==> config.mk <==
export PLATFORM = sky130hd
export DESIGN_NAME = ping_pong_record_validator_unit
export DESIGN_NICKNAME = d
export VERILOG_FILES = /design/src/rtl/core/rpv_pkg.sv /design/src/rtl/core/rpv_scan.sv /design/src/rtl/core/rpv_select.sv /design/src/rtl/core/ping_pong_record_validator_unit.sv
export SDC_FILE = /design/constraint.sdc
export NUM_CORES = 1
export LEC_CHECK = 0
export ABC_AREA = 1
export CAP_MARGIN = 20
export CORE_MARGIN = 2
export CORE_UTILIZATION = 60
export CTS_CLUSTER_SIZE = 30
export DETAILED_ROUTE_END_ITERATION = 8
export DONT_BUFFER_PORTS = 1
export PLACE_DENSITY = 0.76
export SLEW_MARGIN = 20
export SYNTH_ARGS = -nofsm -noshare
export SYNTH_HDL_FRONTEND = slang
export SYNTH_SLANG_ARGS = --single-unit
==> constraint.sdc <==
create_clock -name clk -period 26.2 [get_ports clk]
set_input_delay 2.62 -clock clk [delete_from_list [all_inputs] [get_ports clk]]
set_output_delay 2.62 -clock clk [all_outputs]
set_load 0.05 [all_outputs]
==> src/rtl/core/rpv_pkg.sv <==
package rpv_pkg;

    localparam int HDR_BYTES     = 16;
    localparam int CNT_W         = 13;
    localparam int SIZE_W        = 13;
    localparam int SIZE_CMP_W    = 18;
    localparam int MAX_REC_DEF   = 4096;

    localparam logic [31:0] CRC_POLY = 32'hEDB8_8320;
    localparam logic [31:0] CRC_ONES = 32'hFFFF_FFFF;

    // request operation codes
    localparam logic [1:0] OP_BEGIN = 2'd0;
    localparam logic [1:0] OP_BYTE  = 2'd1;
    localparam logic [1:0] OP_FAIL  = 2'd2;

    // result status codes
    localparam logic [2:0] ST_VALID     = 3'd0;
    localparam logic [2:0] ST_BAD_MAGIC = 3'd1;
    localparam logic [2:0] ST_BAD_VER   = 3'd2;
    localparam logic [2:0] ST_BAD_LEN   = 3'd3;
    localparam logic [2:0] ST_BAD_CRC   = 3'd4;
    localparam logic [2:0] ST_READ_FAIL = 3'd5;

    // configuration register indexes
    localparam logic [1:0] CFG_MAGIC   = 2'd0;
    localparam logic [1:0] CFG_VERSION = 2'd1;
    localparam logic [1:0] CFG_SIZE    = 2'd2;

    typedef struct packed {
        logic [1:0] op;
        logic [7:0] data_byte;
        logic       slot;
    } item_t;

    typedef struct packed {
        logic [2:0]  status;
        logic        slot_ok;
        logic [31:0] record_seq;
        logic        any_valid;
        logic        active_slot;
        logic [31:0] active_seq;
        logic        commit_slot;
        logic [31:0] commit_seq;
    } result_t;

    // what the scanner hands to the selector for one request
    typedef struct packed {
        logic              clear;
        logic              fail;
        logic              done;
        logic              slot;
        logic [31:0]       magic;
        logic [15:0]       version;
        logic [15:0]       length;
        logic [31:0]       hdr_crc;
        logic [31:0]       pay_crc;
        logic [31:0]       seq;
        logic [SIZE_W-1:0] len_limit;
    } scan_evt_t;

    // reflected crc-32, one byte, eight unrolled steps
    function automatic logic [31:0] crc_byte(input logic [31:0] crc_in, input logic [7:0] b);
        logic [31:0] c;
        c = crc_in ^ {24'd0, b};
        for (int i = 0; i < 8; i++)
        begin
            c = {1'b0, c[31:1]} ^ (c[0] ? CRC_POLY : 32'd0);
        end
        return c;
    endfunction

endpackage

==> src/rtl/core/rpv_scan.sv <==
module rpv_scan
    import rpv_pkg::*;
#(
    parameter int MAX_RECORD_BYTES = MAX_REC_DEF
)
(
    input  logic              clk,
    input  logic              rst_n,
    input  logic              step,
    input  item_t             item,
    input  logic [SIZE_W-1:0] record_size,
    output scan_evt_t         evt
);

    logic [CNT_W-1:0] byte_count_reg,  byte_count_next;
    logic [31:0]      hdr_magic_reg,   hdr_magic_next;
    logic [15:0]      hdr_version_reg, hdr_version_next;
    logic [15:0]      hdr_length_reg,  hdr_length_next;
    logic [31:0]      hdr_crc_reg,     hdr_crc_next;
    logic [31:0]      hdr_seq_reg,     hdr_seq_next;
    logic [31:0]      crc_reg,         crc_next;

    logic [SIZE_W-1:0] size_eff;
    logic [CNT_W:0]    pos_plus;
    logic              last_byte;
    logic [CNT_W-1:0]  pay_pos;
    logic [7:0]        b;

    assign b = item.data_byte;

    // record size clamped to header .. maximum
    always_comb
    begin
        size_eff = record_size;
        if ({{(SIZE_CMP_W-SIZE_W){1'b0}}, record_size} < SIZE_CMP_W'(HDR_BYTES))
        begin
            size_eff = SIZE_W'(HDR_BYTES);
        end
        else if ({{(SIZE_CMP_W-SIZE_W){1'b0}}, record_size} > SIZE_CMP_W'(MAX_RECORD_BYTES))
        begin
            size_eff = SIZE_W'(MAX_RECORD_BYTES);
        end
    end

    assign pos_plus  = {1'b0, byte_count_reg} + (CNT_W+1)'(1);
    assign last_byte = pos_plus >= {1'b0, size_eff};
    assign pay_pos   = byte_count_reg - CNT_W'(HDR_BYTES);

    always_comb
    begin
        byte_count_next  = byte_count_reg;
        hdr_magic_next   = hdr_magic_reg;
        hdr_version_next = hdr_version_reg;
        hdr_length_next  = hdr_length_reg;
        hdr_crc_next     = hdr_crc_reg;
        hdr_seq_next     = hdr_seq_reg;
        crc_next         = crc_reg;
        unique case (item.op)
            OP_BEGIN, OP_FAIL:
            begin
                byte_count_next = '0;
                crc_next        = CRC_ONES;
            end
            OP_BYTE:
            begin
                priority if (byte_count_reg < CNT_W'(4))
                begin
                    hdr_magic_next[byte_count_reg[1:0]*8 +: 8] = b;
                end
                else if (byte_count_reg < CNT_W'(6))
                begin
                    hdr_version_next[byte_count_reg[0]*8 +: 8] = b;
                end
                else if (byte_count_reg < CNT_W'(8))
                begin
                    hdr_length_next[byte_count_reg[0]*8 +: 8] = b;
                end
                else if (byte_count_reg < CNT_W'(12))
                begin
                    hdr_crc_next[byte_count_reg[1:0]*8 +: 8] = b;
                end
                else if (byte_count_reg < CNT_W'(HDR_BYTES))
                begin
                    hdr_seq_next[byte_count_reg[1:0]*8 +: 8] = b;
                end
                else if ({3'd0, pay_pos} < hdr_length_reg)
                begin
                    crc_next = crc_byte(crc_reg, b);
                end
                else
                begin
                    // padding past the declared payload
                end
                if (last_byte)
                begin
                    byte_count_next = '0;
                end
                else
                begin
                    byte_count_next = pos_plus[CNT_W-1:0];
                end
            end
            default:
            begin
            end
        endcase
    end

    always_comb
    begin
        evt.clear     = item.op == OP_BEGIN;
        evt.fail      = item.op == OP_FAIL;
        evt.done      = (item.op == OP_BYTE) && last_byte;
        evt.slot      = item.slot;
        evt.magic     = hdr_magic_next;
        evt.version   = hdr_version_next;
        evt.length    = hdr_length_next;
        evt.hdr_crc   = hdr_crc_next;
        evt.pay_crc   = crc_next ^ CRC_ONES;
        evt.seq       = hdr_seq_next;
        evt.len_limit = size_eff - SIZE_W'(HDR_BYTES);
    end

    // crc restarts on the slot's last byte as well
    always_ff @(posedge clk or negedge rst_n)
    begin
        if (!rst_n)
        begin
            byte_count_reg  <= '0;
            hdr_magic_reg   <= '0;
            hdr_version_reg <= '0;
            hdr_length_reg  <= '0;
            hdr_crc_reg     <= '0;
            hdr_seq_reg     <= '0;
            crc_reg         <= CRC_ONES;
        end
        else if (step)
        begin
            byte_count_reg  <= byte_count_next;
            hdr_magic_reg   <= hdr_magic_next;
            hdr_version_reg <= hdr_version_next;
            hdr_length_reg  <= hdr_length_next;
            hdr_crc_reg     <= hdr_crc_next;
            hdr_seq_reg     <= hdr_seq_next;
            crc_reg         <= (evt.done ? CRC_ONES : crc_next);
        end
    end

endmodule

==> src/rtl/core/rpv_select.sv <==
module rpv_select
    import rpv_pkg::*;
(
    input  logic        clk,
    input  logic        rst_n,
    input  logic        step,
    input  scan_evt_t   evt,
    input  logic [31:0] expected_magic,
    input  logic [15:0] expected_version,
    output logic        res_valid,
    output result_t     res
);

    logic        have_valid_reg,  have_valid_next;
    logic        chosen_slot_reg, chosen_slot_next;
    logic [31:0] chosen_seq_reg,  chosen_seq_next;

    logic [2:0]  status;
    logic [31:0] seq_diff;
    logic        newer;

    always_comb
    begin
        priority if (evt.magic != expected_magic)
        begin
            status = ST_BAD_MAGIC;
        end
        else if (evt.version != expected_version)
        begin
            status = ST_BAD_VER;
        end
        else if (evt.length > {3'd0, evt.len_limit})
        begin
            status = ST_BAD_LEN;
        end
        else if (evt.pay_crc != evt.hdr_crc)
        begin
            status = ST_BAD_CRC;
        end
        else
        begin
            status = ST_VALID;
        end
    end

    // newer by signed wrap difference
    assign seq_diff = evt.seq - chosen_seq_reg;
    assign newer    = (seq_diff != 32'd0) && !seq_diff[31];

    always_comb
    begin
        have_valid_next  = have_valid_reg;
        chosen_slot_next = chosen_slot_reg;
        chosen_seq_next  = chosen_seq_reg;
        if (evt.clear)
        begin
            have_valid_next  = 1'b0;
            chosen_slot_next = 1'b0;
            chosen_seq_next  = '0;
        end
        else if (evt.done && (status == ST_VALID) && (!have_valid_reg || newer))
        begin
            have_valid_next  = 1'b1;
            chosen_slot_next = evt.slot;
            chosen_seq_next  = evt.seq;
        end
    end

    always_comb
    begin
        res_valid       = evt.done || evt.fail;
        res.status      = evt.fail ? ST_READ_FAIL : status;
        res.slot_ok     = !evt.fail && (status == ST_VALID);
        res.record_seq  = evt.fail ? 32'd0 : evt.seq;
        res.any_valid   = have_valid_next;
        res.active_slot = chosen_slot_next;
        res.active_seq  = chosen_seq_next;
        res.commit_slot = have_valid_next && !chosen_slot_next;
        res.commit_seq  = chosen_seq_next + 32'd1;
    end

    always_ff @(posedge clk or negedge rst_n)
    begin
        if (!rst_n)
        begin
            have_valid_reg  <= 1'b0;
            chosen_slot_reg <= 1'b0;
            chosen_seq_reg  <= '0;
        end
        else if (step)
        begin
            have_valid_reg  <= have_valid_next;
            chosen_slot_reg <= chosen_slot_next;
            chosen_seq_reg  <= chosen_seq_next;
        end
    end

endmodule

==> src/rtl/core/ping_pong_record_validator_unit.sv <==
// dual-slot record validator: each slot image arrives one byte per request,
// a 16-byte little-endian header (magic, version, payload length, crc,
// sequence) followed by payload, record_size bytes per slot. a reflected
// crc-32 runs over the first payload-length payload bytes. on a slot's last
// byte, or on a read-failed request, one result comes out with the slot's
// status and the current selection plus the next commit target; begin-scan
// requests clear the selection and give no result. throughput is one request
// per clock while results are taken, set by the combinational crc byte update
// (eight unrolled shift/xor steps) between the request and result registers.
// each request passes through the request register and then the result
// register. configuration registers are to be written by the user through
// the cfg port only while idle, which the block itself does not enforce;
// they take effect immediately.
module ping_pong_record_validator_unit
    import rpv_pkg::*;
#(
    parameter int MAX_RECORD_BYTES = MAX_REC_DEF
)
(
    input  logic        clk,
    input  logic        rst_n,
    // request channel
    input  logic        item_valid,
    output logic        item_ready,
    input  item_t       item,
    // result channel
    output logic        result_valid,
    input  logic        result_ready,
    output result_t     result,
    // configuration write channel
    input  logic        cfg_valid,
    output logic        cfg_ready,
    input  logic [1:0]  cfg_index,
    input  logic [31:0] cfg_data
);

    // configuration registers
    logic [31:0]       exp_magic_reg;
    logic [15:0]       exp_version_reg;
    logic [SIZE_W-1:0] record_size_reg;

    // request register
    logic  req_valid_reg;
    item_t req_reg;

    // result register
    logic    res_valid_reg;
    result_t res_reg;

    logic      advance;
    scan_evt_t evt;
    logic      sel_valid;
    result_t   sel_res;

    assign cfg_ready = 1'b1;

    always_ff @(posedge clk or negedge rst_n)
    begin
        if (!rst_n)
        begin
            exp_magic_reg   <= '0;
            exp_version_reg <= 16'd1;
            record_size_reg <= SIZE_W'(256);
        end
        else if (cfg_valid && cfg_ready)
        begin
            unique case (cfg_index)
                CFG_MAGIC:   exp_magic_reg   <= cfg_data;
                CFG_VERSION: exp_version_reg <= cfg_data[15:0];
                CFG_SIZE:    record_size_reg <= cfg_data[SIZE_W-1:0];
                default:
                begin
                end
            endcase
        end
    end

    // the request in the register is processed once the result slot is free
    // or being drained this cycle
    assign advance    = req_valid_reg && (!res_valid_reg || result_ready);
    assign item_ready = !req_valid_reg || advance;

    always_ff @(posedge clk or negedge rst_n)
    begin
        if (!rst_n)
        begin
            req_valid_reg <= 1'b0;
        end
        else if (item_ready)
        begin
            req_valid_reg <= item_valid;
        end
    end

    always_ff @(posedge clk)
    begin
        if (item_valid && item_ready)
        begin
            req_reg <= item;
        end
    end

    rpv_scan #(
        .MAX_RECORD_BYTES(MAX_RECORD_BYTES)
    ) u_scan (
        .clk         (clk),
        .rst_n       (rst_n),
        .step        (advance),
        .item        (req_reg),
        .record_size (record_size_reg),
        .evt         (evt)
    );

    rpv_select u_select (
        .clk              (clk),
        .rst_n            (rst_n),
        .step             (advance),
        .evt              (evt),
        .expected_magic   (exp_magic_reg),
        .expected_version (exp_version_reg),
        .res_valid        (sel_valid),
        .res              (sel_res)
    );

    // result register, reloaded or emptied as the consumer takes results
    always_ff @(posedge clk or negedge rst_n)
    begin
        if (!rst_n)
        begin
            res_valid_reg <= 1'b0;
        end
        else if (advance)
        begin
            res_valid_reg <= sel_valid;
        end
        else if (result_ready)
        begin
            res_valid_reg <= 1'b0;
        end
    end

    always_ff @(posedge clk)
    begin
        if (advance && sel_valid)
        begin
            res_reg <= sel_res;
        end
    end

    assign result_valid = res_valid_reg;
    assign result       = res_reg;

    // a held request is never dropped while the result side stalls
    a_req_hold: assert property (@(posedge clk) disable iff (!rst_n)
        req_valid_reg && !advance |=> req_valid_reg)
        else $error("request register lost a pending request");

    a_ok_status: assert property (@(posedge clk) disable iff (!rst_n)
        result_valid |-> (result.slot_ok == (result.status == ST_VALID)))
        else $error("slot_ok disagrees with status");

    a_fail_seq: assert property (@(posedge clk) disable iff (!rst_n)
        result_valid && (result.status == ST_READ_FAIL) |-> (result.record_seq == 32'd0))
        else $error("read failure carries a sequence");

    a_commit: assert property (@(posedge clk) disable iff (!rst_n)
        result_valid |-> (result.commit_seq == result.active_seq + 32'd1)
                      && (result.commit_slot == (result.any_valid && !result.active_slot)))
        else $error("commit target inconsistent with selection");

    a_none_zero: assert property (@(posedge clk) disable iff (!rst_n)
        result_valid && !result.any_valid |-> (result.active_seq == 32'd0)
                                           && !result.active_slot)
        else $error("empty selection not cleared");

endmodule
==> results.cfg, run 1 <==
[outcome]
status = finished, final reports clean

[drt]
dr_total_vias = 23270
post-route-drc-count = 0
drt-total-wl_mm = 82.4
dr.pass1.iters = 7
ant_nets = 0
wl_per_cell_um = 20.9
routed_via_density = 5.90
dr.first_iter.drc_count = 2713

[layout]
drive_gt1_share_pct = 7.74
largest_reg_flops = 103
final_nets = 3507
fillers = 3487
area_growth_syn_to_layout_pct = 7.33
stdcell_area_sq_um = 26500

[min_path]
hold_depth = 2
hold_class = flop to flop
min-delay-start = u_scan.hdr_magic_reg[26]

[power]
ir_drop_v = 0.0000741
p_per_area_nw_per_um2 = 86.2
leakagePower_nw = 13.1

[synthesis]
synth_edf_count = 114
ys_ff_latch = 384
yosysTopAreaCellShare_pct = 23.9
ys_seq_area_share_pct = 41.4
synth.largest_area_cell = dfrtp_1
syn_area_sq_um = 24700
async_flop_share_pct = 70.3
syn_inst = 3416
synth_common_cells = nand2_1, inv_1, nor2_1
ys_warn_count = 0
synth.distinct_cells = 60
avgSynthCellArea_sq_um = 7.23
yosysMostFrequentCell = nand2_1
synthTopCellsByArea = dfrtp_1, nand2_1, edfxtp_1
ys.flop_type = dfrtp_1
synth.net_count = 3546

[setup_path]
arrival_ns = 8.41
path_class = flop to flop
crit_fanout = 65
critPathMaxStageDelay_ns = 0.72
cp.required_ns = 26.54
cp-start-kind = flop
crit_slowest_cell = clkinv_1
worstSetupStartpoint = u_scan.byte_count_reg[0]
cp-end-kind = flop
r2r_start = u_scan.byte_count_reg[0]
cpMostUsedCell = nand2_1
r2r_cells = 34

[global_routing]
grt_overflow_total = 0
grt_pass1_vias = 21826
antenna_found_initial = 0
grt_start_max_net_pins = 271
gr-usage-all-layers_pct = 38.5
grt_pass1_wl_mm = 125

[cts]
root_buffer = clkbuf_16
cts_tree = built
clockBufferDepth = 3
cts_hold_buf = 0
cts_made_buffers = 43
cts_setup_buffers = 0
post_cts_resized = 0
h-tree-depth = 2
clock-sinks = 384
clk_latency_ns = 0.59
clk_pin_slew_worst_paths_ns = 0.06

[sta]
slew_headroom_pct = 29.2
slew_violations = 0
post-route-period-util_pct = 30.8
fin_tns_setup_ns = 0
setup_viol = 0
tightestPinTransition_ns = 1.06
hold_viol = 0
clock_skew_ns = 0.0240
finalCriticalPeriod_ns = 8.07
grt_setup_unrepaired = false
fmax_ghz = 0.124

[die]
ioPinCount = 156
die_area_sq_um = 42800
die_h_um = 207
die_w_um = 207
num_rows = 74
coreArea_sq_um = 40700
initial_core_util_pct = 60.6

[place]
postPlaceCellArea_sq_um = 25100
dp.final_hpwl_mm = 62.1
io_buffers = 0
globalplace.congestion = 0.993

[run]
maxCapViolCount = 0
## power breakdown
group / internal (W) / switching (W) / leakage [nW]
Sequential: 0.000707 / 0.0000850 / 4.53
Clock: 0.000354 / 0.000265 / 0.691
Combinational: 0.000275 / 0.000598 / 7.88
## path summary, 6_finish.rpt
path / to / slack [ns]
worst max-delay path: result[16] / 18.13
worst min-delay path: u_scan.hdr_magic_reg[26] / 0.48
worst max register to register: result[16] / 18.13
worst min register to register: u_scan.hdr_magic_reg[26] / 0.48
max in group asynchronous: record_size_reg[3] / 23.84
min in group asynchronous: u_scan.hdr_version_reg[12] / 1.73
## cells by family after synthesis
kind of cell | after synthesis | synth area share [%]
and+or+nand+nor | 1863 | 31.9
buffers and inverters | 497 | 7.96
AOI/OAI and AO/OA | 467 | 10.1
DFF | 384 | 41.4
xor gates and xnor gates | 110 | 3.90
adders and majority gates | 80 | 4.08
muxes | 14 | 0.639
other | 1 | 0.0152
## metrics by stage
step	util [%]	power [W]	setup slack [ns]	std cells	hold WS, ns
final	65.0	0.00228	18.13	3944	0.482
after global routing	65.0	0.00242	17.46	3943	0.496
after CTS	65.0	0.00226	18.15	3943	0.483
after detailed placement	61.5	0.00165	18.17	3864	0.466
after global placement	61.5	0.00163	18.35	3864	0.461
after floorplan	-	0.00139	17.35	3416	0.445
## cell usage in the layout, fill, tap and decap left out, drive strengths merged, types with 15 or more instances in the layout
cell type	netlist	layout
inv	385	387
a31oi	42	42
clkinv	5	19
dfstp	34	34
nand2	1156	1156
nor3	27	27
o21ai	319	319
buf	39	23
xnor2	15	15
or2	30	30
nand4	33	33
nand3b	21	21
a21oi	68	68
nor2	374	374
dfrtp	236	236
ha	79	79
edfxtp	114	114
clkbuf	68	59
nand3	209	209
xor2	95	95
## final cells by class
type / instances / area, sq um / area share [%]
diodes: 1 / 2.50 / 0.00944
clock buffers: 59 / 1210 / 4.55
clock inverters: 20 / 213 / 0.803
inverters: 390 / 1470 / 5.55
multi-input cells: 2535 / 12500 / 47.4
flip-flops and latches: 384 / 10200 / 38.6
well taps: 532 / 666 / 2.51
repair buffers: 23 / 173 / 0.652
## critical path: cells and delay by family, from the launching register on
kind            cells  cell delay [ns]
compound gates      1             0.66
xor+xnor            1             0.14
fa+ha+maj           2             0.97
buf+inv             8             2.23
flops               1             0.70
simple gates       22             3.08
## per-layer routing
| layer | GRT usage (%) | vias to the layer above | part of all wire, % |
|---|---|---|---|
| met5 | 0 | - | 0 |
| met3 | 6.08 | 261 | 8.4 |
| met1 | 50.5 | 10982 | 40 |
| met2 | 61.5 | 1162 | 46 |
| met4 | 20.9 | 0 | 6.1 |
| li1 | - | 10865 | - |
(Power assumes the default switching activity.)
==> run 2: changes to the inputs <==
--- a/config.mk
+++ b/config.mk
@@ -8,11 +8,11 @@
 export ABC_AREA = 1
 export CAP_MARGIN = 20
 export CORE_MARGIN = 2
-export CORE_UTILIZATION = 60
+export CORE_UTILIZATION = 59
 export CTS_CLUSTER_SIZE = 30
 export DETAILED_ROUTE_END_ITERATION = 8
 export DONT_BUFFER_PORTS = 1
-export PLACE_DENSITY = 0.76
+export PLACE_DENSITY = 0.78
 export SLEW_MARGIN = 20
 export SYNTH_ARGS = -nofsm -noshare
 export SYNTH_HDL_FRONTEND = slang
==> constraint.sdc (replaced) <==
create_clock -name clk -period 7.3 [get_ports clk]
set_input_delay 0.73 -clock clk [delete_from_list [all_inputs] [get_ports clk]]
set_output_delay 0.73 -clock clk [all_outputs]
set_load 0.05 [all_outputs]
==> results.cfg, run 2 (synthesis results as in run 1) <==
[sta]
grt_setup_unrepaired = false
hold_viol = 0
setup_viol = 0
finalCriticalPeriod_ns = 6.79
fmax_ghz = 0.147
fin_tns_setup_ns = 0
slew_violations = 0
slew_headroom_pct = 27.6
worst_slack_ns = 0.514
clock_skew_ns = 0.0301
tightestPinTransition_ns = 1.08
post-route-period-util_pct = 93.0

[setup_path]
critPathMaxStageDelay_ns = 0.48
path_class = flop to flop
cp-start-kind = flop
crit_fanout = 44
r2r_cells = 33
cpMostUsedCell = nand2_1
cp-end-kind = flop
crit_slowest_cell = nor2_1
rrSetupSlack_ns = 0.51
cp.required_ns = 7.64
arrival_ns = 7.12

[layout]
final_nets = 3529
layout.cells.most_common_list = nand2_1, inv_1, nor2_1
fillers = 3566
diodes = 0
multi_input_area_sq_um = 12500
drive_gt1_share_pct = 8.47
utilization_pct = 65.2
seq_area_sq_um = 10200
largest_reg_flops = 103
fin_cells = 3966
mostFrequentLayoutCell = nand2_1
area_growth_syn_to_layout_pct = 8.55
stdcell_area_sq_um = 26800

[drt]
drt-total-wl_mm = 83.2
post-route-drc-count = 5
wl_per_cell_um = 21.0
dr.pass1.iters = 9
ant_nets = 0
dr.first_iter.drc_count = 2820
dr_total_vias = 23408
routed_via_density = 5.90

[die]
num_rows = 74
coreArea_sq_um = 41100
die_area_sq_um = 43500
die_w_um = 209
initial_core_util_pct = 60.1
die_h_um = 209
ioPinCount = 156

[place]
postPlaceCellArea_sq_um = 25200
placed_cells = 3879
globalplace.congestion = 1.01
io_buffers = 0
dp.final_hpwl_mm = 61.6
dp_slack_ns = 0.565

[global_routing]
grt_pass1_vias = 22401
grt_pass1_wl_mm = 128
gr-usage-all-layers_pct = 38.2
antenna_found_initial = 0
grt_overflow_total = 0
grt_start_max_net_pins = 237

[cts]
clk_pin_slew_worst_paths_ns = 0.06
clk_latency_ns = 0.60
cts_made_buffers = 43
root_buffer = clkbuf_16
h-tree-depth = 2
clockBufferDepth = 3
clock-sinks = 384
cts_tree = built

[power]
ir_drop_v = 0.000281
leakagePower_nw = 13.3
p_per_area_nw_per_um2 = 308

[outcome]
violations = design-rule violations
status = finished with violations

[min_path]
hold_class = input port to asynchronous set/reset pin

[run]
maxCapViolCount = 0
run 2: area by class of cell:
class                   instances  area share [%]
repair buffers                 45            1.56
multi-input cells            2535            46.8
inverters                     390            5.49
clock inverters                27            1.15
well taps                     532            2.48
flip-flops and latches        384            38.1
clock buffers                  53            4.38
run 2: metrics by stage:
stage	total power [W]	hold WS (ns)
CTS	0.00818	0.203
global route	0.00875	0.113
detailed placement	0.00584	0.438
finish	0.00827	0.0559
global placement	0.00578	0.441
floorplan	0.00499	0.434
run 2: what timing repair did:
item / CTS / global route
endpoints found under the setup margin: 0 / 18
resized for setup: 0 / 7
hold buffers: 3 / 0
endpoints found under the hold margin: 236 / 0
buffers inserted: 0 / 3
run 2: final timing paths:
kind                                                from                       end
worst max-delay path            u_scan.byte_count_reg[1]                result[25]
min in group clk                                 item[4]                req_reg[4]
worst min-delay path                               rst_n  u_scan.hdr_length_reg[6]
max in group asynchronous                          rst_n         exp_magic_reg[15]
worst max register to register  u_scan.byte_count_reg[1]                result[25]
worst min register to register    u_scan.hdr_seq_reg[22]    u_scan.hdr_seq_reg[22]
run 2: power by group:
group          internal [W]  switching [W]
clock network       0.00136       0.000944
logic              0.000984        0.00214
registers           0.00254       0.000302
total               0.00488        0.00338
run 2: layer usage:
| layer | vias to the layer above | share of wire (%) | GRT usage [%] |
|---|---|---|---|
| met5 | - | 0 | 0 |
| met4 | 0 | 5.0 | 18.1 |
| met3 | 201 | 9.8 | 7.83 |
| met2 | 1221 | 44 | 59.5 |
| met1 | 11042 | 41 | 51.3 |
| li1 | 10944 | - | - |
run 2: critical path, delay by kind of cell, from the launching register on:
kind,cells,cell delay (ns)
buf+inv,4,0.83
compound gates,2,0.72
fa+ha+maj,2,0.76
flops,1,0.45
simple gates,25,3.72
